==> src/design/tpm_pkg.sv <==
`timescale 1ns / 1ps
// ----------------------------------------------------------------------------
// tpm_pkg: shared constants and types of the tachometer period meter
// Field widths, register reset values, register indexes and the edge check
// result bundle.
// ----------------------------------------------------------------------------
package tpm_pkg;

   localparam int TIME_W = 32;                 // timestamp and period width
   localparam int MINP_W = 20;                 // min_period_us width
   localparam int RPS_W  = 28;                 // rps_q8 and min_rps_q8 width
   localparam int CSR_W  = 28;                 // widest register
   localparam int CSR_AW = 1;                  // register index width

   localparam int US_PER_S = 1000000;          // microseconds per second
   localparam int US_BITS  = 20;               // bits needed for US_PER_S

   localparam int DEF_CHANNELS  = 2;
   localparam int DEF_FRAC_BITS = 8;

   localparam logic [MINP_W-1:0] MINP_RESET   = MINP_W'(1000);
   localparam logic [RPS_W-1:0]  MINRPS_RESET = RPS_W'(256);

   localparam logic [CSR_AW-1:0] CSR_MIN_PERIOD = 1'b0;
   localparam logic [CSR_AW-1:0] CSR_MIN_RPS    = 1'b1;

   typedef struct packed {
      logic              done;        // one-cycle pulse, fields below valid
      logic              accept;      // edge passed both interval rules
      logic [TIME_W-1:0] since_fall;  // wrapped time since last falling edge
   } chk_res_type;

endpackage

==> src/design/tpm_edge_check.sv <==
`timescale 1ns / 1ps
// ----------------------------------------------------------------------------
// tpm_edge_check: bit-serial glitch rejection check
// Forms the wrapped differences to the last rise and fall and compares them
// against the full and half minimum period, one bit per cycle, LSB first.
// ----------------------------------------------------------------------------
module tpm_edge_check (
   input  logic                             clock,
   input  logic                             reset,
   input  logic                             start,
   input  logic                             level,
   input  logic [tpm_pkg::TIME_W-1:0]       t,
   input  logic [tpm_pkg::TIME_W-1:0]       rise,
   input  logic [tpm_pkg::TIME_W-1:0]       fall,
   input  logic [tpm_pkg::MINP_W-1:0]       full,
   output tpm_pkg::chk_res_type             res
);

   localparam int TW = tpm_pkg::TIME_W;
   localparam int CW = $clog2(TW);

   logic          busy_ff, done_ff, lvl_ff;
   logic [CW-1:0] cnt_ff;
   logic [TW-1:0] t_sh_ff, r_sh_ff, f_sh_ff, lim_sh_ff, sf_ff;
   // borrow of t-rise, t-fall, and of the compares against full / half
   logic          br_ff, bf_ff, brf_ff, brh_ff, bff_ff, bfh_ff;
   logic          br_in, bf_in, brf_in, brh_in, bff_in, bfh_in;
   logic          dr, df;

   function automatic logic borrow(input logic a, input logic b, input logic bin);
      borrow = (~a & b) | (~(a ^ b) & bin);
   endfunction

   always_comb begin
      dr     = t_sh_ff[0] ^ r_sh_ff[0] ^ br_ff;
      df     = t_sh_ff[0] ^ f_sh_ff[0] ^ bf_ff;
      br_in  = borrow(t_sh_ff[0], r_sh_ff[0], br_ff);
      bf_in  = borrow(t_sh_ff[0], f_sh_ff[0], bf_ff);
      // half limit bit i is full limit bit i+1
      brf_in = borrow(dr, lim_sh_ff[0], brf_ff);
      brh_in = borrow(dr, lim_sh_ff[1], brh_ff);
      bff_in = borrow(df, lim_sh_ff[0], bff_ff);
      bfh_in = borrow(df, lim_sh_ff[1], bfh_ff);
   end

   always_ff @(posedge clock) begin
      if (reset) begin
         busy_ff <= 1'b0;
         done_ff <= 1'b0;
      end else begin
         // pulse done on the last bit step
         done_ff <= busy_ff && !start && (cnt_ff == CW'(TW - 1));
         if (start) begin
            busy_ff   <= 1'b1;
            cnt_ff    <= '0;
            lvl_ff    <= level;
            t_sh_ff   <= t;
            r_sh_ff   <= rise;
            f_sh_ff   <= fall;
            lim_sh_ff <= TW'(full);
            br_ff     <= 1'b0;
            bf_ff     <= 1'b0;
            brf_ff    <= 1'b0;
            brh_ff    <= 1'b0;
            bff_ff    <= 1'b0;
            bfh_ff    <= 1'b0;
         end else if (busy_ff) begin
            t_sh_ff   <= {1'b0, t_sh_ff[TW-1:1]};
            r_sh_ff   <= {1'b0, r_sh_ff[TW-1:1]};
            f_sh_ff   <= {1'b0, f_sh_ff[TW-1:1]};
            lim_sh_ff <= {1'b0, lim_sh_ff[TW-1:1]};
            sf_ff     <= {df, sf_ff[TW-1:1]};
            br_ff     <= br_in;
            bf_ff     <= bf_in;
            brf_ff    <= brf_in;
            brh_ff    <= brh_in;
            bff_ff    <= bff_in;
            bfh_ff    <= bfh_in;
            cnt_ff    <= cnt_ff + 1'b1;
            if (cnt_ff == CW'(TW - 1)) begin
               busy_ff <= 1'b0;
            end
         end
      end
   end

   // no final borrow means difference >= limit
   assign res.done       = done_ff;
   assign res.accept     = lvl_ff ? (!bfh_ff && !brf_ff) : (!brh_ff && !bff_ff);
   assign res.since_fall = sf_ff;

endmodule

==> src/design/tpm_divider.sv <==
`timescale 1ns / 1ps
// ----------------------------------------------------------------------------
// tpm_divider: bit-serial restoring divider
// Divides the constant 1e6 << FRAC_BITS by a 32-bit period, one quotient
// bit per cycle, MSB first.
// ----------------------------------------------------------------------------
module tpm_divider #(
   parameter int FRAC_BITS = tpm_pkg::DEF_FRAC_BITS
) (
   input  logic                                            clock,
   input  logic                                            reset,
   input  logic                                            start,
   input  logic [tpm_pkg::TIME_W-1:0]                      divisor,
   output logic                                            done,
   output logic [tpm_pkg::US_BITS+FRAC_BITS-1:0]           quot
);

   localparam int TW = tpm_pkg::TIME_W;
   localparam int DW = tpm_pkg::US_BITS + FRAC_BITS;
   localparam int CW = $clog2(DW);
   localparam logic [DW-1:0] DIVIDEND = DW'(tpm_pkg::US_PER_S) << FRAC_BITS;

   logic          busy_ff, done_ff;
   logic [CW-1:0] cnt_ff;
   logic [DW-1:0] dvd_ff, q_ff;
   logic [TW-1:0] rem_ff, dvs_ff;
   logic [TW:0]   cand;
   logic [TW+1:0] diff;
   logic          ge;
   logic [TW-1:0] rem_in;

   always_comb begin
      cand   = {rem_ff, dvd_ff[DW-1]};
      diff   = {1'b0, cand} - {2'b00, dvs_ff};
      ge     = !diff[TW+1];
      rem_in = ge ? diff[TW-1:0] : cand[TW-1:0];
   end

   always_ff @(posedge clock) begin
      if (reset) begin
         busy_ff <= 1'b0;
         done_ff <= 1'b0;
      end else begin
         // pulse done on the last quotient bit
         done_ff <= busy_ff && !start && (cnt_ff == CW'(DW - 1));
         if (start) begin
            busy_ff <= 1'b1;
            cnt_ff  <= '0;
            dvd_ff  <= DIVIDEND;
            dvs_ff  <= divisor;
            rem_ff  <= '0;
            q_ff    <= '0;
         end else if (busy_ff) begin
            dvd_ff <= {dvd_ff[DW-2:0], 1'b0};
            rem_ff <= rem_in;
            q_ff   <= {q_ff[DW-2:0], ge};
            cnt_ff <= cnt_ff + 1'b1;
            if (cnt_ff == CW'(DW - 1)) begin
               busy_ff <= 1'b0;
            end
         end
      end
   end

   assign done = done_ff;
   assign quot = q_ff;

endmodule

==> src/design/tach_period_rps_meter.sv <==
`timescale 1ns / 1ps
// ----------------------------------------------------------------------------
// tach_period_rps_meter: two-channel tachometer with glitch rejection
// Measures falling-to-falling periods per channel and reports speed in
// revolutions per second as unsigned fixed point.
// ----------------------------------------------------------------------------
// Usage:
//   req_*  : one transaction per pin edge. tuser carries channel and level,
//            tdata the 32-bit microsecond timestamp (wraps freely).
//   rsp_*  : exactly one transaction per request, in order: channel, accept
//            flag, the channel's period and its speed (Q8 by default).
//   csr_*  : write-only registers, to be written by the user only while the
//            block is idle; the block itself leaves this unchecked.
// Flow: an edge runs a bit-serial interval check, then, if the period is
//   nonzero, a bit-serial divider; with no period yet the divider is
//   skipped, and a request for an unknown channel skips both. One edge is
//   in work at a time: a new request is taken only after the previous
//   result has been loaded into the output register.
// Reset clears the stored rise, fall and period times of every channel and
//   loads the register defaults (min period 1000 us, min speed 256).
// A stalled receiver holds the result in the output register; the next
//   request is still taken and worked, and waits for the output to drain.
// ----------------------------------------------------------------------------
module tach_period_rps_meter #(
   parameter int CHANNELS  = tpm_pkg::DEF_CHANNELS,
   parameter int FRAC_BITS = tpm_pkg::DEF_FRAC_BITS
) (
   input  logic                         clock,
   input  logic                         reset,
   // request: tuser = channel, level ; tdata = time_us
   input  logic                         req_tvalid,
   output logic                         req_tready,
   input  logic [31:0]                  req_tdata,
   input  logic [1:0]                   req_tuser,
   // response: tuser = out_channel, accepted ; tdata = period_us, rps_q8, pad
   output logic                         rsp_tvalid,
   input  logic                         rsp_tready,
   output logic [63:0]                  rsp_tdata,
   output logic [1:0]                   rsp_tuser,
   // register write port
   input  logic                         csr_we,
   input  logic [tpm_pkg::CSR_AW-1:0]   csr_addr,
   input  logic [tpm_pkg::CSR_W-1:0]    csr_wdata
);

   localparam int TW   = tpm_pkg::TIME_W;
   localparam int RW   = tpm_pkg::RPS_W;
   localparam int DW   = tpm_pkg::US_BITS + FRAC_BITS;
   localparam int QX   = (DW > RW) ? DW : RW;
   localparam int CH_W = (CHANNELS > 1) ? $clog2(CHANNELS) : 1;

   typedef enum logic [1:0] {S_IDLE, S_CHECK, S_DIV, S_OUT} state_type;

   state_type                      state_ff;
   logic                           ch_ff, lvl_ff, acc_ff, zero_ff;
   logic [TW-1:0]                  t_ff, p_ff;
   logic                           rsp_tvalid_ff, rsp_ch_ff, rsp_acc_ff;
   logic [TW-1:0]                  rsp_period_ff;
   logic [RW-1:0]                  rsp_rps_ff;

   logic [tpm_pkg::MINP_W-1:0]     min_period_ff;
   logic [RW-1:0]                  min_rps_ff;

   logic [TW-1:0]                  rise_ff   [CHANNELS];
   logic [TW-1:0]                  fall_ff   [CHANNELS];
   logic [TW-1:0]                  period_ff [CHANNELS];

   logic                           req_fire, req_valid_ch, chk_start, div_start, out_load;
   logic [CH_W-1:0]                req_idx, idx;
   logic [TW-1:0]                  p_in;
   tpm_pkg::chk_res_type           chk;
   logic                           div_done;
   logic [DW-1:0]                  div_quot;
   logic [QX-1:0]                  q_ext;
   logic [RW-1:0]                  rps_sat, rps_in;

   // ---------------------------------------------------------------------
   // Handshake and decode
   // ---------------------------------------------------------------------
   assign req_tready   = (state_ff == S_IDLE);
   assign req_fire     = req_tvalid && req_tready;
   assign req_valid_ch = (32'(req_tuser[0]) < CHANNELS);
   assign req_idx      = CH_W'(req_tuser[0]);
   assign idx          = CH_W'(ch_ff);
   assign chk_start    = req_fire && req_valid_ch;

   // Period after this edge: a taken falling edge records the new one.
   assign p_in      = (chk.accept && !lvl_ff) ? chk.since_fall : period_ff[idx];
   assign div_start = (state_ff == S_CHECK) && chk.done && (p_in != '0);
   assign out_load  = (state_ff == S_OUT) && (!rsp_tvalid_ff || rsp_tready);

   // Saturate to the field, then drop speeds below the floor.
   always_comb begin
      q_ext   = QX'(div_quot);
      rps_sat = (|(q_ext >> RW)) ? '1 : q_ext[RW-1:0];
      if (zero_ff || (rps_sat < min_rps_ff)) begin
         rps_in = '0;
      end else begin
         rps_in = rps_sat;
      end
   end

   // ---------------------------------------------------------------------
   // Serial units
   // ---------------------------------------------------------------------
   tpm_edge_check u_check (
      .clock (clock),
      .reset (reset),
      .start (chk_start),
      .level (req_tuser[1]),
      .t     (req_tdata),
      .rise  (rise_ff[req_idx]),
      .fall  (fall_ff[req_idx]),
      .full  (min_period_ff),
      .res   (chk)
   );

   tpm_divider #(
      .FRAC_BITS (FRAC_BITS)
   ) u_divider (
      .clock   (clock),
      .reset   (reset),
      .start   (div_start),
      .divisor (p_in),
      .done    (div_done),
      .quot    (div_quot)
   );

   // ---------------------------------------------------------------------
   // Sequencer and output register
   // ---------------------------------------------------------------------
   always_ff @(posedge clock) begin
      if (reset) begin
         state_ff      <= S_IDLE;
         rsp_tvalid_ff <= 1'b0;
      end else begin
         // load a new result, else drop the one just taken
         if (out_load) begin
            rsp_tvalid_ff <= 1'b1;
         end else if (rsp_tvalid_ff && rsp_tready) begin
            rsp_tvalid_ff <= 1'b0;
         end
         unique case (state_ff)
            S_IDLE: begin
               if (req_fire) begin
                  ch_ff  <= req_tuser[0];
                  lvl_ff <= req_tuser[1];
                  t_ff   <= req_tdata;
                  if (req_valid_ch) begin
                     state_ff <= S_CHECK;
                  end else begin
                     // unknown channel: report nothing measured
                     acc_ff   <= 1'b0;
                     p_ff     <= '0;
                     zero_ff  <= 1'b1;
                     state_ff <= S_OUT;
                  end
               end
            end
            S_CHECK: begin
               if (chk.done) begin
                  acc_ff  <= chk.accept;
                  p_ff    <= p_in;
                  zero_ff <= (p_in == '0);
                  state_ff <= (p_in == '0) ? S_OUT : S_DIV;
               end
            end
            S_DIV: begin
               if (div_done) begin
                  state_ff <= S_OUT;
               end
            end
            S_OUT: begin
               if (out_load) begin
                  rsp_ch_ff     <= ch_ff;
                  rsp_acc_ff    <= acc_ff;
                  rsp_period_ff <= p_ff;
                  rsp_rps_ff    <= rps_in;
                  state_ff      <= S_IDLE;
               end
            end
            default: state_ff <= S_IDLE;
         endcase
      end
   end

   // ---------------------------------------------------------------------
   // Per-channel edge history: update on an accepted edge
   // ---------------------------------------------------------------------
   always_ff @(posedge clock) begin
      if (reset) begin
         for (int i = 0; i < CHANNELS; i++) begin
            rise_ff[i]   <= '0;
            fall_ff[i]   <= '0;
            period_ff[i] <= '0;
         end
      end else if ((state_ff == S_CHECK) && chk.done && chk.accept) begin
         if (lvl_ff) begin
            rise_ff[idx] <= t_ff;
         end else begin
            period_ff[idx] <= chk.since_fall;
            fall_ff[idx]   <= t_ff;
         end
      end
   end

   // ---------------------------------------------------------------------
   // Configuration registers
   // ---------------------------------------------------------------------
   always_ff @(posedge clock) begin
      if (reset) begin
         min_period_ff <= tpm_pkg::MINP_RESET;
         min_rps_ff    <= tpm_pkg::MINRPS_RESET;
      end else if (csr_we) begin
         unique case (csr_addr)
            tpm_pkg::CSR_MIN_PERIOD: min_period_ff <= csr_wdata[tpm_pkg::MINP_W-1:0];
            tpm_pkg::CSR_MIN_RPS:    min_rps_ff    <= csr_wdata[RW-1:0];
            default: ;
         endcase
      end
   end

   assign rsp_tvalid = rsp_tvalid_ff;
   assign rsp_tuser  = {rsp_acc_ff, rsp_ch_ff};
   assign rsp_tdata  = {4'b0000, rsp_rps_ff, rsp_period_ff};

endmodule

==> config.mk <==
export PLATFORM = sky130hd
export DESIGN_NAME = tach_period_rps_meter
export DESIGN_NICKNAME = d
export VERILOG_FILES = /design/src/design/tpm_pkg.sv /design/src/design/tpm_edge_check.sv /design/src/design/tpm_divider.sv /design/src/design/tach_period_rps_meter.sv
export SDC_FILE = /design/constraint.sdc
export NUM_CORES = 1
export LEC_CHECK = 0
export BUFFER_PORTS_ARGS = -buffer_cell sky130_fd_sc_hd__buf_2
export CELL_PAD_IN_SITES_DETAIL_PLACEMENT = 0
export CELL_PAD_IN_SITES_GLOBAL_PLACEMENT = 1
export CORE_ASPECT_RATIO = 0.5
export CORE_MARGIN = 2
export CORE_UTILIZATION = 51
export CTS_CLUSTER_SIZE = 20
export DETAILED_ROUTE_END_ITERATION = 7
export PLACE_DENSITY = 0.85
export SETUP_SLACK_MARGIN = 0.3
export SYNTH_ARGS = -nofsm -noshare
export SYNTH_HDL_FRONTEND = slang
export SYNTH_SLANG_ARGS = --single-unit
==> constraint.sdc <==
create_clock -name clock -period 7.9 [get_ports clock]
set_input_delay 0.395 -clock clock [delete_from_list [all_inputs] [get_ports clock]]
set_output_delay 0.395 -clock clock [all_outputs]
set_load 0.005 [all_outputs]
# --- Word-level counts from Yosys, hierarchy flattened ---
# Memories as Yosys holds them, arrays and structs flattened. A register that Yosys moved wholly into a read port is not among the register bits.
# Index checks and enable logic that the tools add are counted.
op_classes:
  muxes: 56
  order_cmp: 1
  add_sub_neg: 3
  eq_ne: 9
  n_reduce_logical: 44
  bitwise_logic: 38
ops:
  columns: ["operator", "n"]
  rows:
  - ["32-bit two-way mux", 12]
  - ["32-bit OR reduction", 3]
  - ["28-bit two-way mux", 2]
  - ["33-bit by 32-bit subtractor with 34-bit output", 1]
  - ["1-bit two-way mux", 33]
  - ["32-bit zero test", 1]
  - ["32-bit nonzero test", 1]
  - ["31-bit two-way mux", 1]
  - ["28-bit < comparator", 1]
  - ["20-bit two-way mux", 1]
  - ["1-bit logical AND", 13]
  - ["1-bit AND", 12]
  - ["1-bit NOT", 12]
  - ["2-bit AND reduction", 6]
  - ["3-bit AND reduction", 4]
  - ["5-bit by 1-bit adder with 5-bit output, second input constant", 2]
  - ["5-bit == test, second input constant", 2]
  - ["5-bit two-way mux", 2]
  - ["1-bit zero test", 9]
  - ["2-bit two-way mux", 4]
  - ["2-bit case mux with 4 select lines", 1]
  - ["1-bit bitwise XOR", 8]
  - ["2-bit by 1-bit != test with 1-bit output, second input constant", 3]
  - ["1-bit OR", 6]
  - ["other kinds (7)", 11]
word_totals:
  ram_bits: 192
  memories: 3
  reg_bits: 467
  inputBits: 68
  out_inout_bits: 68
  word_cells: 191
mem_list:
  columns: ["memory", "words", "word_bits", "rd", "rd_clocked_by_memory_dff", "wr", "line_no", "source"]
  rows:
  - ["fall_ff", 2, 32, 1, 0, 2, "tach_period_rps_meter.sv:65", "logic [TW-1:0] fall_ff [CHANNELS];"]
  - ["period_ff", 2, 32, 1, 1, 2, "tach_period_rps_meter.sv:66", "logic [TW-1:0] period_ff [CHANNELS];"]
  - ["rise_ff", 2, 32, 1, 0, 2, "tach_period_rps_meter.sv:64", "logic [TW-1:0] rise_ff [CHANNELS];"]

# --- Depth between registers and ports, before layout ---
# Gate-level depths: netlist of the first run.
logic_depth:
  depth_word: 10
  ltp_mapped: 13
  depth_no_buf: 12

# --- Hierarchy ---
# A second synthesis of the first run with hierarchy kept.
unflattened:
  hier_cells: 2067
  hier_area_um2: 28837.7
modules_own_cells:
  columns: ["mod", "seq_area_each_um2", "area_each_um2", "cells_each", "instances"]
  rows:
  - ["tach_period_rps_meter", 10710.3, 16030.4, 1226, 1]
  - ["tpm_edge_check", 4844.6, 6854.1, 342, 1]
  - ["tpm_divider", 3373.2, 5953.2, 499, 1]

# --- Worst setup path before layout of the first run ---
# Ideal clock, no wire load.
synth_path:
  path_type: "flip-flop to flip-flop"
  start: "register state_ff[0]"
  end: "register u_check.bf_ff, enable pin"
  setup_time_ns: 0.614
  slack_ns: 0.653
  arrival_ns: 6.633
  required_time_ns: 7.286
  period_less_slack_ns: 7.247
  path_buffers: 2
  stages_incl_launch_ff: 8
  path_cell_list: "dfxtp_1 inv_1 ha_1 and2_1 clkbuf_1 clkbuf_1 nor2_1 nor2_1"
synth_between:
  elab_chain_len: 4
synth_lines:
  columns: ["element", "line_no", "source"]
  rows:
  - ["from (decl)", "tach_period_rps_meter.sv:54", "state_type state_ff;"]
  - ["from (signal assigned)", "tach_period_rps_meter.sv:165", "state_ff <= (p_in == '0) ? S_OUT : S_DIV;"]
  - ["2-bit zero test", "tach_period_rps_meter.sv:80", "assign req_tready = (state_ff == S_IDLE);"]
  - ["via req_tready", "tach_period_rps_meter.sv:32", "output logic req_tready,"]
  - ["1-bit logical AND", "tach_period_rps_meter.sv:81", "assign req_fire = req_tvalid && req_tready;"]
  - ["2-bit nonzero test (no line)", null, null]
  - ["2-bit AND reduction (no line)", null, null]
  - ["to (signal assigned)", "tpm_edge_check.sv:74", "bf_ff <= bf_in;"]
  - ["to (decl)", "tpm_edge_check.sv:26", "logic br_ff, bf_ff, brf_ff, brh_ff, bff_ff, bfh_ff;"]
# The timed path passes the listed nets, and every way through them passes these cells.
# A chain may end at the register's enable or synchronous reset.

# --- Worst setup path in the final report of the first run ---
layout_path:
  start: "register u_check.bfh_ff"
  end: "register u_divider.rem_ff[31] (data pin)"
layout_between:
  elab_chain_len: 7
layout_lines:
  columns: ["element", "line_no", "source"]
  rows:
  - ["from (decl)", "tpm_edge_check.sv:26", null]
  - ["from (signal assigned)", "tpm_edge_check.sv:78", "bfh_ff <= bfh_in;"]
  - ["1-bit zero test", "tpm_edge_check.sv:89", "assign res.accept = lvl_ff ? (!bfh_ff && !brf_ff) : (!brh_ff && !bff_ff);"]
  - ["1-bit logical AND", "tpm_edge_check.sv:89", null]
  - ["1-bit two-way mux", "tpm_edge_check.sv:89", null]
  - ["1-bit logical AND", "tach_period_rps_meter.sv:88", "assign p_in = (chk.accept && !lvl_ff) ? chk.since_fall : period_ff[idx];"]
  - ["32-bit two-way mux", "tach_period_rps_meter.sv:88", null]
  - ["via p_in[23]", "tach_period_rps_meter.sv:70", "logic [TW-1:0] p_in;"]
  - ["32-bit nonzero test", "tach_period_rps_meter.sv:89", "assign div_start = (state_ff == S_CHECK) && chk.done && (p_in != '0);"]
  - ["1-bit logical AND", "tach_period_rps_meter.sv:89", null]
  - ["to (signal assigned)", "tpm_divider.sv:55", "rem_ff <= rem_in;"]
  - ["to (decl)", "tpm_divider.sv:26", "logic [TW-1:0] rem_ff, dvs_ff;"]
# The timed path passes the listed nets, and every way through them passes these cells.

==> reports/results.ini, run 1 <==
[routing]
ant_nets=0
vias=16640
drt_iter0_markers=1380
routed_wl_um=56640
firstDrtPassIters=6
vias_per_cell=5.380
drc=0
wl_per_cell_um=18.31

[timing]
rsz0062_at_grt=false
fmax_ghz=0.2618
period_needed_ns=3.820
worst_slew_pin_slew_ns=1.100
hold_violations=0
period_share_pct=48.36
clock-skew-final_ns=0.01684
drv_slew=0
final.setup.tns_ns=0
finalSetupViolCount=0
whs_ns=0.02064
slew_headroom_pct=26.66

[floorplanning]
initial_utilization_pct=51.87
num_rows=60
die-height_um=169.8
die_area_sq_um=56970
ios=136
die_x_um=335.6
core_sq_um=54050

[synth]
ys.flop_type=edfxtp_1
synth_area_sq_um=28030
ys_async_sr_fraction_pct=0
synth_edf_count=593
ys_ff_latch=649
synth_top_area_share_pct=63.52
netlist-cell-type-count=65
netlist.top_cell.by_area=edfxtp_1
syn_area_per_cell_sq_um=12.70
synthTopCellsByArea=edfxtp_1 (64%), and2_1 (5.2%), nand2_1 (5.0%)
ys_warn_count=0
yosysSeqAreaShare_pct=67.52
syn_inst=2207

[global_route]
grt_pass1_wl_um=89570
grt_max_degree=92
grt_pass1_vias=16323
grt_overflow=0
grt_usage_pct=19.99
antenna_found_initial=0

[clock_network]
postCtsSetupBuffers=0
cts_buffer_depth=3
cts_tree=done
cts_buffers=56
cts_htree_levels=2
root_buffer=clkbuf_16
clk_pin_slew_ns=0.07
clock-sinks=649
worstSkewPairLatency_ns=0.59

[worst_setup_path]
worstPathCellList=nor3b_1 > o21ba_2 > buf_4 > o21ai_0 > nor4_2 > or2_1 > buf_4 > inv_2 > a211oi_1 > o31a_1
crit_slowest_cell=nor4_2
critPathArrivalTime_ns=4.29
critical-path-max-stage-delay_ns=0.51
required_ns=8.37
crit_path_max_fanout=66
path_common_cell=buf_4
startpoint_type=flop
criticalPathCategory=flop to flop
end_kind=flop

[placed_design]
dpl.hpwl_um=35030
gp_congestion=0.8439
io_buffers=131

[cells_and_area]
layout-drive-gt1-share_pct=10.76
reg_top3=fall_ff: 64 flops, period_ff: 64 flops, rise_ff: 64 flops
syn_to_final_growth_pct=11.57
n_antenna_cell=0
post-route-util_pct=57.87
num-nets-final=2482
final_common_cell=edfxtp_1
final.fill_count=4335
final_cell_mix=edfxtp_1 (593), nand2_1 (369), and2_1 (234)

[job]
maxCapViolations=0

[power]
cellLeakagePower_uw=0.01191
peakVddDrop_v=0.0001905
pwr_density_cell_nw_per_um2=246.1

[outcome]
status=completed

[min_path]
holdCritPathClass=input pin to flop

[cell type report]
| class | instances | area [sq um] | area share, % |
|---|---|---|---|
| Inverter | 85 | 319.1 | 1.020 |
| Sequential cell | 649 | 18930 | 60.52 |
| Tap cell | 713 | 892.1 | 2.852 |
| Clock inverter | 24 | 157.7 | 0.5040 |
| Timing Repair Buffer | 183 | 1114 | 3.560 |
| Clock buffer | 73 | 1486 | 4.752 |
| Multi-Input combinational cell | 1366 | 8379 | 26.79 |
[path summary, 6_finish.rpt]
path,startpoint,endpoint,slack [ns],cells after the start
setup / recovery,u_check.bfh_ff,u_divider.rem_ff[31],4.08,10
hold reg to reg,p_ff[8],rsp_period_ff[8],0.42,0
setup reg to reg,u_check.bfh_ff,u_divider.rem_ff[31],4.08,10
hold / removal,req_tdata[25],t_ff[25],0.02,1
[what timing repair did]
| item | 4_1_cts | 5_1_grt |
|---|---|---|
| endpoints found under the hold margin | 25 | 1 |
| gates resized for setup | 0 | 0 |
| hold buffers | 25 | 1 |
[worst max-delay path: cells and delay by family, from the launching register on]
kind | cells | cell delay, ns
DFF | 1 | 0.39
AOI/OAI and AO/OA | 4 | 0.96
and+or+nand+nor | 3 | 1.02
buffers and inverters | 3 | 1.24
[where the power goes]
part | internal (uW) | switching, uW | total (uW)
sequential | 4150 | 114 | 4260
combinational | 266 | 610 | 875
clock | 1380 | 1180 | 2560
[stage by stage]
stage | worst slack (ns) | instances | area [sq um] | total power, uW
floorplan | 0.6530 | 2210 | 28050 | 4921
global placement | 4.175 | 2970 | 29370 | 5172
detailed placement | 4.116 | 2970 | 29370 | 5208
CTS | 4.097 | 3092 | 31270 | 7758
global route | 3.785 | 3093 | 31280 | 8025
finish | 4.080 | 3093 | 31280 | 7697
[cell families after synthesis]
| group | Yosys count | share of synthesized area, % |
|---|---|---|
| compound gates | 317 | 6.690 |
| xor+xnor | 28 | 0.8748 |
| fa+ha+maj | 73 | 3.338 |
| buf+inv | 195 | 2.883 |
| flops | 649 | 67.52 |
| mux | 118 | 4.222 |
| other cells | 1 | 0.01338 |
| simple gates | 826 | 14.46 |
[layer usage]
layer | wire length (um) | vias up | GRT usage, %
met5 | 0 | - | 0
met4 | 1158 | 0 | 5.206
met3 | 2949 | 79 | 3.736
met2 | 26610 | 366 | 32.09
met1 | 25920 | 8126 | 28.22
li1 | - | 8069 | -
[cells in the mapped netlist (all sizes together), types with 22 or more instances]
master,instances
o21ai,116
clkbuf,87
a21oi,114
buf,23
and2,235
nand2b,45
nor2,77
mux2i,116
inv,85
dfxtp,56
ha,70
nand2,371
edfxtp,593
nand3,22
Power figures use the tool's default switching activity.
==> run 2, diff against run 1 <==
CORE_UTILIZATION = 46   (was 51)
PLACE_DENSITY = 0.81   (was 0.85)
clock period = 3.3 ns   (was 7.9 ns; I/O delays follow)
==> run 2 against run 1 <==
  * Clock power rose to 2.6 times the previous value
  * Routed wire length up 1.0%
  * Non-clock buffer count up 67
  * Combinational power rose to 2.5 times the previous value
  * Die area up 11%
  * Global-route usage down 1.9 points
  * Register-to-register slack worse by 3.7 ns
  * Sequential power up 140%
  * Worst hold slack better by 0.14 ns
  * Largest cell class unchanged
  * Highest routed layer unchanged
==> reports/results.ini, run 2 (same netlist as run 1, synthesis figures left out) <==
[outcome]
status=completed

[routing]
drt_iter0_markers=1499  ; +8.6%
routed_wl_um=57200  ; +1.0%
drc=0  ; unchanged
wl_per_cell_um=17.52  ; -4.3%
firstDrtPassIters=5  ; -1
vias=16821  ; +1.1%
vias_per_cell=5.152  ; -4.2%
ant_nets=0  ; unchanged

[placed_design]
gp_congestion=0.8733  ; +3.5%
io_buffers=131  ; unchanged
dpl.hpwl_um=35880  ; +2.4%

[clock_network]
cts_buffer_depth=3  ; unchanged
worstSkewPairLatency_ns=0.60  ; about the same
clk_pin_slew_ns=0.07  ; about the same
cts_htree_levels=2  ; unchanged
cts_tree=done
cts_buffers=56  ; unchanged
root_buffer=clkbuf_16
clock-sinks=649  ; unchanged

[timing]
whs_ns=0.1580  ; +0.1374 ns
period_needed_ns=2.872  ; -0.9483 ns
clock-skew-final_ns=0.02403  ; +0.007192 ns
slew_headroom_pct=15.07  ; -12 points
hold_violations=0  ; unchanged
worst_slew_pin_slew_ns=1.271  ; +0.1712 ns
fmax_ghz=0.3482  ; +33%
finalSetupViolCount=0  ; unchanged
period_share_pct=87.03  ; +39 points
rsz0062_at_grt=true
drv_slew=0  ; unchanged

[floorplanning]
ios=136  ; unchanged
die_x_um=353.1  ; +5.2%
core_sq_um=59750  ; +11%
die-height_um=178.6  ; +5.2%
initial_utilization_pct=46.92  ; -4.9 points
die_area_sq_um=63060  ; +11%
num_rows=63  ; +5.0%

[cells_and_area]
final.fill_count=4986  ; +15%
num-nets-final=2549  ; +2.7%
final_common_cell=edfxtp_1
final_cell_mix=edfxtp_1 (593), nand2_1 (369), and2_1 (234)
layout-drive-gt1-share_pct=12.84  ; +2.1 points
reg_top3=fall_ff: 64 flops, period_ff: 64 flops, rise_ff: 64 flops
n_antenna_cell=0  ; unchanged
syn_to_final_growth_pct=15.49

[power]
peakVddDrop_v=0.0004592  ; +140%
pwr_density_cell_nw_per_um2=587.1  ; +140%
p_total_uw=19010  ; +150%
cellLeakagePower_uw=0.01234  ; +3.6%

[global_route]
grt_pass1_wl_um=90240  ; +0.75%
antenna_found_initial=0  ; unchanged
grt_max_degree=181  ; +97%
grt_pass1_vias=16292  ; -0.19%
grt_overflow=0  ; unchanged
grt_usage_pct=18.07  ; -1.9 points

[worst_setup_path]
critPathArrivalTime_ns=3.22  ; -1.07 ns
worstPathCellList=ha_1 > nand4_1 > nor4_1 > o21a_1 > o2111ai_1 > nor3b_4 > o21ai_4 > buf_8 > mux2i_1 > nor2_1
reg2reg_depth=10  ; unchanged
criticalPathCategory=flop to flop
reg2reg_from=u_divider.rem_ff[9]
cp-startpoint=u_divider.rem_ff[9]
reg2reg_to=u_divider.rem_ff[6]
required_ns=3.65  ; -4.72 ns
endpoint=u_divider.rem_ff[6]
crit_slowest_cell=ha_1
startpoint_type=flop
end_kind=flop
rrSetupSlack_ns=0.43  ; -3.65 ns
crit_path_max_fanout=23  ; -65%
critical-path-max-stage-delay_ns=0.41  ; -0.10 ns

[job]
maxCapViolations=0  ; unchanged

[min_path]
holdCritPathClass=input pin to flop

[run 2: cell types whose count changed in the layout (fill, tap and decap cells not counted), sizes merged]
cell | before | now
buf | 157 | 185
bufinv | 2 | 5
clkinvlp | 2 | 5
dlygate4sd3 | 26 | 64
inv | 85 | 86
[run 2: per-stage QoR]
stage | cells | TNS, ns | utilization, % | worst slack, ns | area (sq um)
floorplan | 2210 | -1.032 | - | -0.008129 | 28130
global placement | 3093 | 0 | 49.89 | 0.2721 | 29810
detailed placement | 3093 | 0 | 49.89 | 0.2866 | 29810
CTS | 3260 | 0 | 54.00 | 0.3153 | 32260
global route | 3265 | 0 | 54.19 | 0.2888 | 32380
finish | 3265 | 0 | 54.19 | 0.4281 | 32380
[run 2: worst min path at each step]
stage	from	to	cells past startpoint
6_report	csr_addr	min_period_ff[18]	4
5_1_grt	csr_addr	min_period_ff[18]	4
4_1_cts	csr_addr	min_period_ff[1]	4
3_5_place_dp	req_tdata[7]	t_ff[7]	1
3_3_place_gp	req_tuser[1]	lvl_ff	1
2_1_floorplan	req_tuser[0]	ch_ff	0
[run 2: cell type report]
| type | instances | area, sq um | area share, % |
|---|---|---|---|
| Tap cell | 812 | 1016 | 3.138 |
| Timing Repair Buffer | 250 | 1843 | 5.693 |
| Clock inverter | 31 | 300.3 | 0.9275 |
| Sequential cell | 649 | 18930 | 58.47 |
| Clock buffer | 72 | 1514 | 4.676 |
| Multi-Input combinational cell | 1366 | 8452 | 26.11 |
| Inverter | 85 | 319.1 | 0.9855 |
[run 2: layer usage]
metal / up-vias / global-route usage, % / routed length (um) / part of all wire (%)
met5: - / 0 / 0 / 0
met4: 0 / 4.060 / 1035 / 1.8
met3: 77 / 2.527 / 2345 / 4.1
met2: 329 / 29.04 / 26410 / 46
met1: 8206 / 26.24 / 27410 / 48
li1: 8209 / - / - / -
[run 2: what timing repair did]
action,CTS,global route
buffers inserted,0,4
gates resized for setup,1,18
gates cloned,0,1
endpoints found under the hold margin,118,0
pin swaps,1,8
endpoints found under the setup margin,3,177
hold buffers,64,0
[run 2: critical path, delay by kind of cell, from the launching register on]
| kind | cells | cell delay [ns] |
|---|---|---|
| buffers and inverters | 1 | 0.24 |
| muxes | 1 | 0.23 |
| AOI/OAI and AO/OA | 3 | 0.59 |
| and+or+nand+nor | 4 | 0.75 |
| DFF | 1 | 0.40 |
| adders and majority gates | 1 | 0.41 |
[run 2: power breakdown]
group	total, uW	internal, uW	switching [uW]	leakage (uW)
Sequential	10200	9920	292	0.00614
Clock	6600	3640	2960	0.000874
Combinational	2190	734	1460	0.00533
Total	19000	14300	4710	0.0123
==> run 3, diff against run 2 <==
ABC_AREA = 1   (was default)
CORE_UTILIZATION = 44   (was 46)
==> run 3 against run 2 <==
  * Fmax up 5.1%
  * Worst hold slack worse by 0.070 ns
  * Largest power group unchanged
  * Worst setup slack better by 0.14 ns
  * Via count up 12%
  * Critical path type unchanged
  * Final cell count up 17%
  * Count of clock-buffer cells in the layout down 4
  * Power up 4.3%
  * Clock skew down 0.0075 ns
  * Sequential cell count unchanged
==> reports/results.ini, run 3 <==
[job]
maxCapViolations=0  ; unchanged

[routing]
ant_nets=0  ; unchanged
drt_iter0_markers=1572  ; +4.9%
wl_per_cell_um=15.92  ; -9.1%
drc=0  ; unchanged
vias=18761  ; +12%
routed_wl_um=60910  ; +6.5%
vias_per_cell=4.904  ; -4.8%
firstDrtPassIters=5  ; unchanged

[synth]
synth_common_cells=edfxtp_1 (593), nand2_1 (592), nor2_1 (424)
synth_area_sq_um=28400  ; +1.3%
synth.mux.area_fraction_pct=0.2467  ; -4.0 points
synth_top_family_by_area=simple AND/OR/NAND/NOR gates
ys_async_sr_fraction_pct=0  ; unchanged
synthAdderAreaFrac_pct=3.295  ; -0.043 points
ys.flop_type=edfxtp_1
netlist-cell-type-count=37  ; -43%
synth_edf_count=593  ; unchanged
synth-simple-area-share_pct=16.27  ; +1.8 points
synth_top_area_share_pct=62.70  ; -0.82 points
ys_warn_count=0  ; unchanged
syn_area_per_cell_sq_um=10.35  ; -19%
netlist.top_cell.by_area=edfxtp_1
synthTopCellsByArea=edfxtp_1 (63%), nand2_1 (7.8%), nor2_1 (5.6%)
ys_ff_latch=649  ; unchanged
yosysSeqAreaShare_pct=66.64  ; -0.87 points
synth_most_common_cell=edfxtp_1
syn_inst=2745  ; +24%
synth-compound-area-share_pct=6.048  ; -0.64 points
synth_xor_xnor_area_share_pct=0.5242  ; -0.35 points

[cells_and_area]
seq_area_sq_um=18930  ; about the same
final_common_cell=edfxtp_1
syn_to_final_growth_pct=14.87
multi_input_area_sq_um=7596  ; -10%
final_cell_mix=edfxtp_1 (593), nand2_1 (587), nor2_1 (420)
layout-drive-gt1-share_pct=10.11  ; -2.7 points
fin_cells=3826  ; +17%
reg_top3=fall_ff: 64 flops, period_ff: 64 flops, rise_ff: 64 flops
final.fill_count=5616  ; +13%
num-nets-final=3078  ; +21%

[clock_network]
cts_buffer_depth=3  ; unchanged
cts_buffers=59  ; +5.4%
clock-sinks=649  ; unchanged
cts_htree_levels=2  ; unchanged
worstSkewPairLatency_ns=0.61  ; about the same
cts_tree=done
clk_pin_slew_ns=0.06  ; about the same
root_buffer=clkbuf_16
postCtsSetupBuffers=0  ; unchanged

[timing]
worst_slew_pin_slew_ns=0.9151  ; -0.3563 ns
period_share_pct=82.83  ; -4.2 points
final.setup.tns_ns=0  ; unchanged
fmax_ghz=0.3659  ; +5.1%
hold_violations=0  ; unchanged
rsz0062_at_grt=false
finalSetupViolCount=0  ; unchanged
drv_slew=0  ; unchanged
period_needed_ns=2.733  ; -0.1385 ns
layout_setup_ws_ns=0.5666  ; +0.1385 ns
clock-skew-final_ns=0.01655  ; -0.007482 ns
slew_headroom_pct=38.90  ; +24 points

[floorplanning]
initial_utilization_pct=44.77  ; -2.1 points
core_sq_um=63440  ; +6.2%
die_area_sq_um=66720  ; +5.8%
die_x_um=363.3  ; +2.9%
die-height_um=183.7  ; +2.9%
num_rows=65  ; +3.2%
ios=136  ; unchanged

[placed_design]
dpl.hpwl_um=39200  ; +9.2%
io_buffers=131  ; unchanged
gp_congestion=0.8547  ; -2.1%
placed_cells=3650  ; +18%
preCtsSetupSlack_ns=0.5382  ; +0.2516 ns

[worst_setup_path]
end_kind=flop
reg2reg_from=u_check.bff_ff
rrSetupSlack_ns=0.57  ; +0.14 ns
reg2reg_to=u_divider.rem_ff[8]
endpoint=u_divider.rem_ff[8]
critPathArrivalTime_ns=2.97  ; -0.25 ns
startpoint_type=flop
cp-startpoint=u_check.bff_ff
crit_path_max_fanout=46  ; +100%
reg2reg_depth=15  ; +5
required_ns=3.54  ; -0.11 ns
criticalPathCategory=flop to flop

[global_route]
antenna_found_initial=1  ; +1
grt_pass1_wl_um=97550  ; +8.1%
grt_overflow=0  ; unchanged
grt_pass1_vias=18332  ; +13%
grt_max_degree=92  ; -49%
grt_usage_pct=18.25  ; +0.17 points

[power]
peakVddDrop_v=0.0004307  ; -6.2%
cellLeakagePower_uw=0.01389  ; +13%
pwr_density_cell_nw_per_um2=607.7  ; +3.5%

[outcome]
status=completed

[min_path]
holdCritPathClass=input pin to flop

==> run 3: worst min-delay path by stage <==
stage | startpoint | end | slack, ns | cells past startpoint
finish | csr_addr | min_period_ff[7] | 0.09 | 5
global route | csr_addr | min_period_ff[7] | 0.11 | 5
CTS | csr_addr | min_period_ff[5] | 0.05 | 5
detailed placement | req_tdata[22] | t_ff[22] | 0.36 | 1
global placement | req_tdata[24] | t_ff[24] | 0.36 | 1
floorplan | req_tuser[0] | ch_ff | 0.26 | 0
==> run 3: metal layers <==
layer / wire [um] / part of all wire, % / track usage, % / vias up
met3: 2601 / 4.3 / 2.333 / 86
met2: 28350 / 47 / 29.88 / 376
met4: 1078 / 1.8 / 4.017 / 0
met5: 0 / 0 / 0 / -
met1: 28880 / 47 / 26.13 / 8924
li1: - / - / - / 9375
==> run 3: worst max-delay path, stage by stage (launching register included) <==
cell and delay, ns:
edfxtp_1 0.39, nor2_1 0.15, nand2_1 0.06, nand2_1 0.12, nand2_1 0.08, buf_4 0.22, nand2_1 0.09, o21ai_1 0.11
nand2_1 0.08, nor2_1 0.04, nand2_1 0.09, nor2_2 0.05, nand2_1 0.14, nand2_1 0.15, nand2_4 0.08, buf_4 0.50
==> run 3: repair_timing <==
action,CTS,global route
hold endpoints to repair,116,0
resized for setup,0,1
hold buffers,63,0
setup endpoints to repair,0,26
==> run 3: layout make-up <==
cell class	count	area share, %
antenna	1	0.007670
multi-input combinational	1598	23.28
clock inverter	44	1.012
sequential	649	58.02
inverter	388	4.472
tap	837	3.210
clock buffer	68	4.694
timing repair buffer	241	5.304
==> run 3: power by group <==
part           switching (uW)  internal, uW
combinational            1950           880
clock                    3000          3640
sequential                245         10100
total                    5190         14600
==> run 3: cells by family after synthesis <==
group / count (synthesis)
compound gates: 336
mux: 7
fa+ha+maj: 73
buf+inv: 501
other cells: 1
simple gates: 1161
flops: 649
xor+xnor: 17
==> run 3: stage by stage <==
stage                     hold slack (ns)  util, %  area (sq um)  total power [uW]
after detailed placement           0.3597    47.49         30130             13320
after CTS                         0.05186    51.42         32620             20020
after floorplan                    0.2639        -         28470             12380
after global routing               0.1056    51.43         32630             20790
final                             0.08777    51.43         32630             19830
after global placement             0.3599    47.49         30130             13230
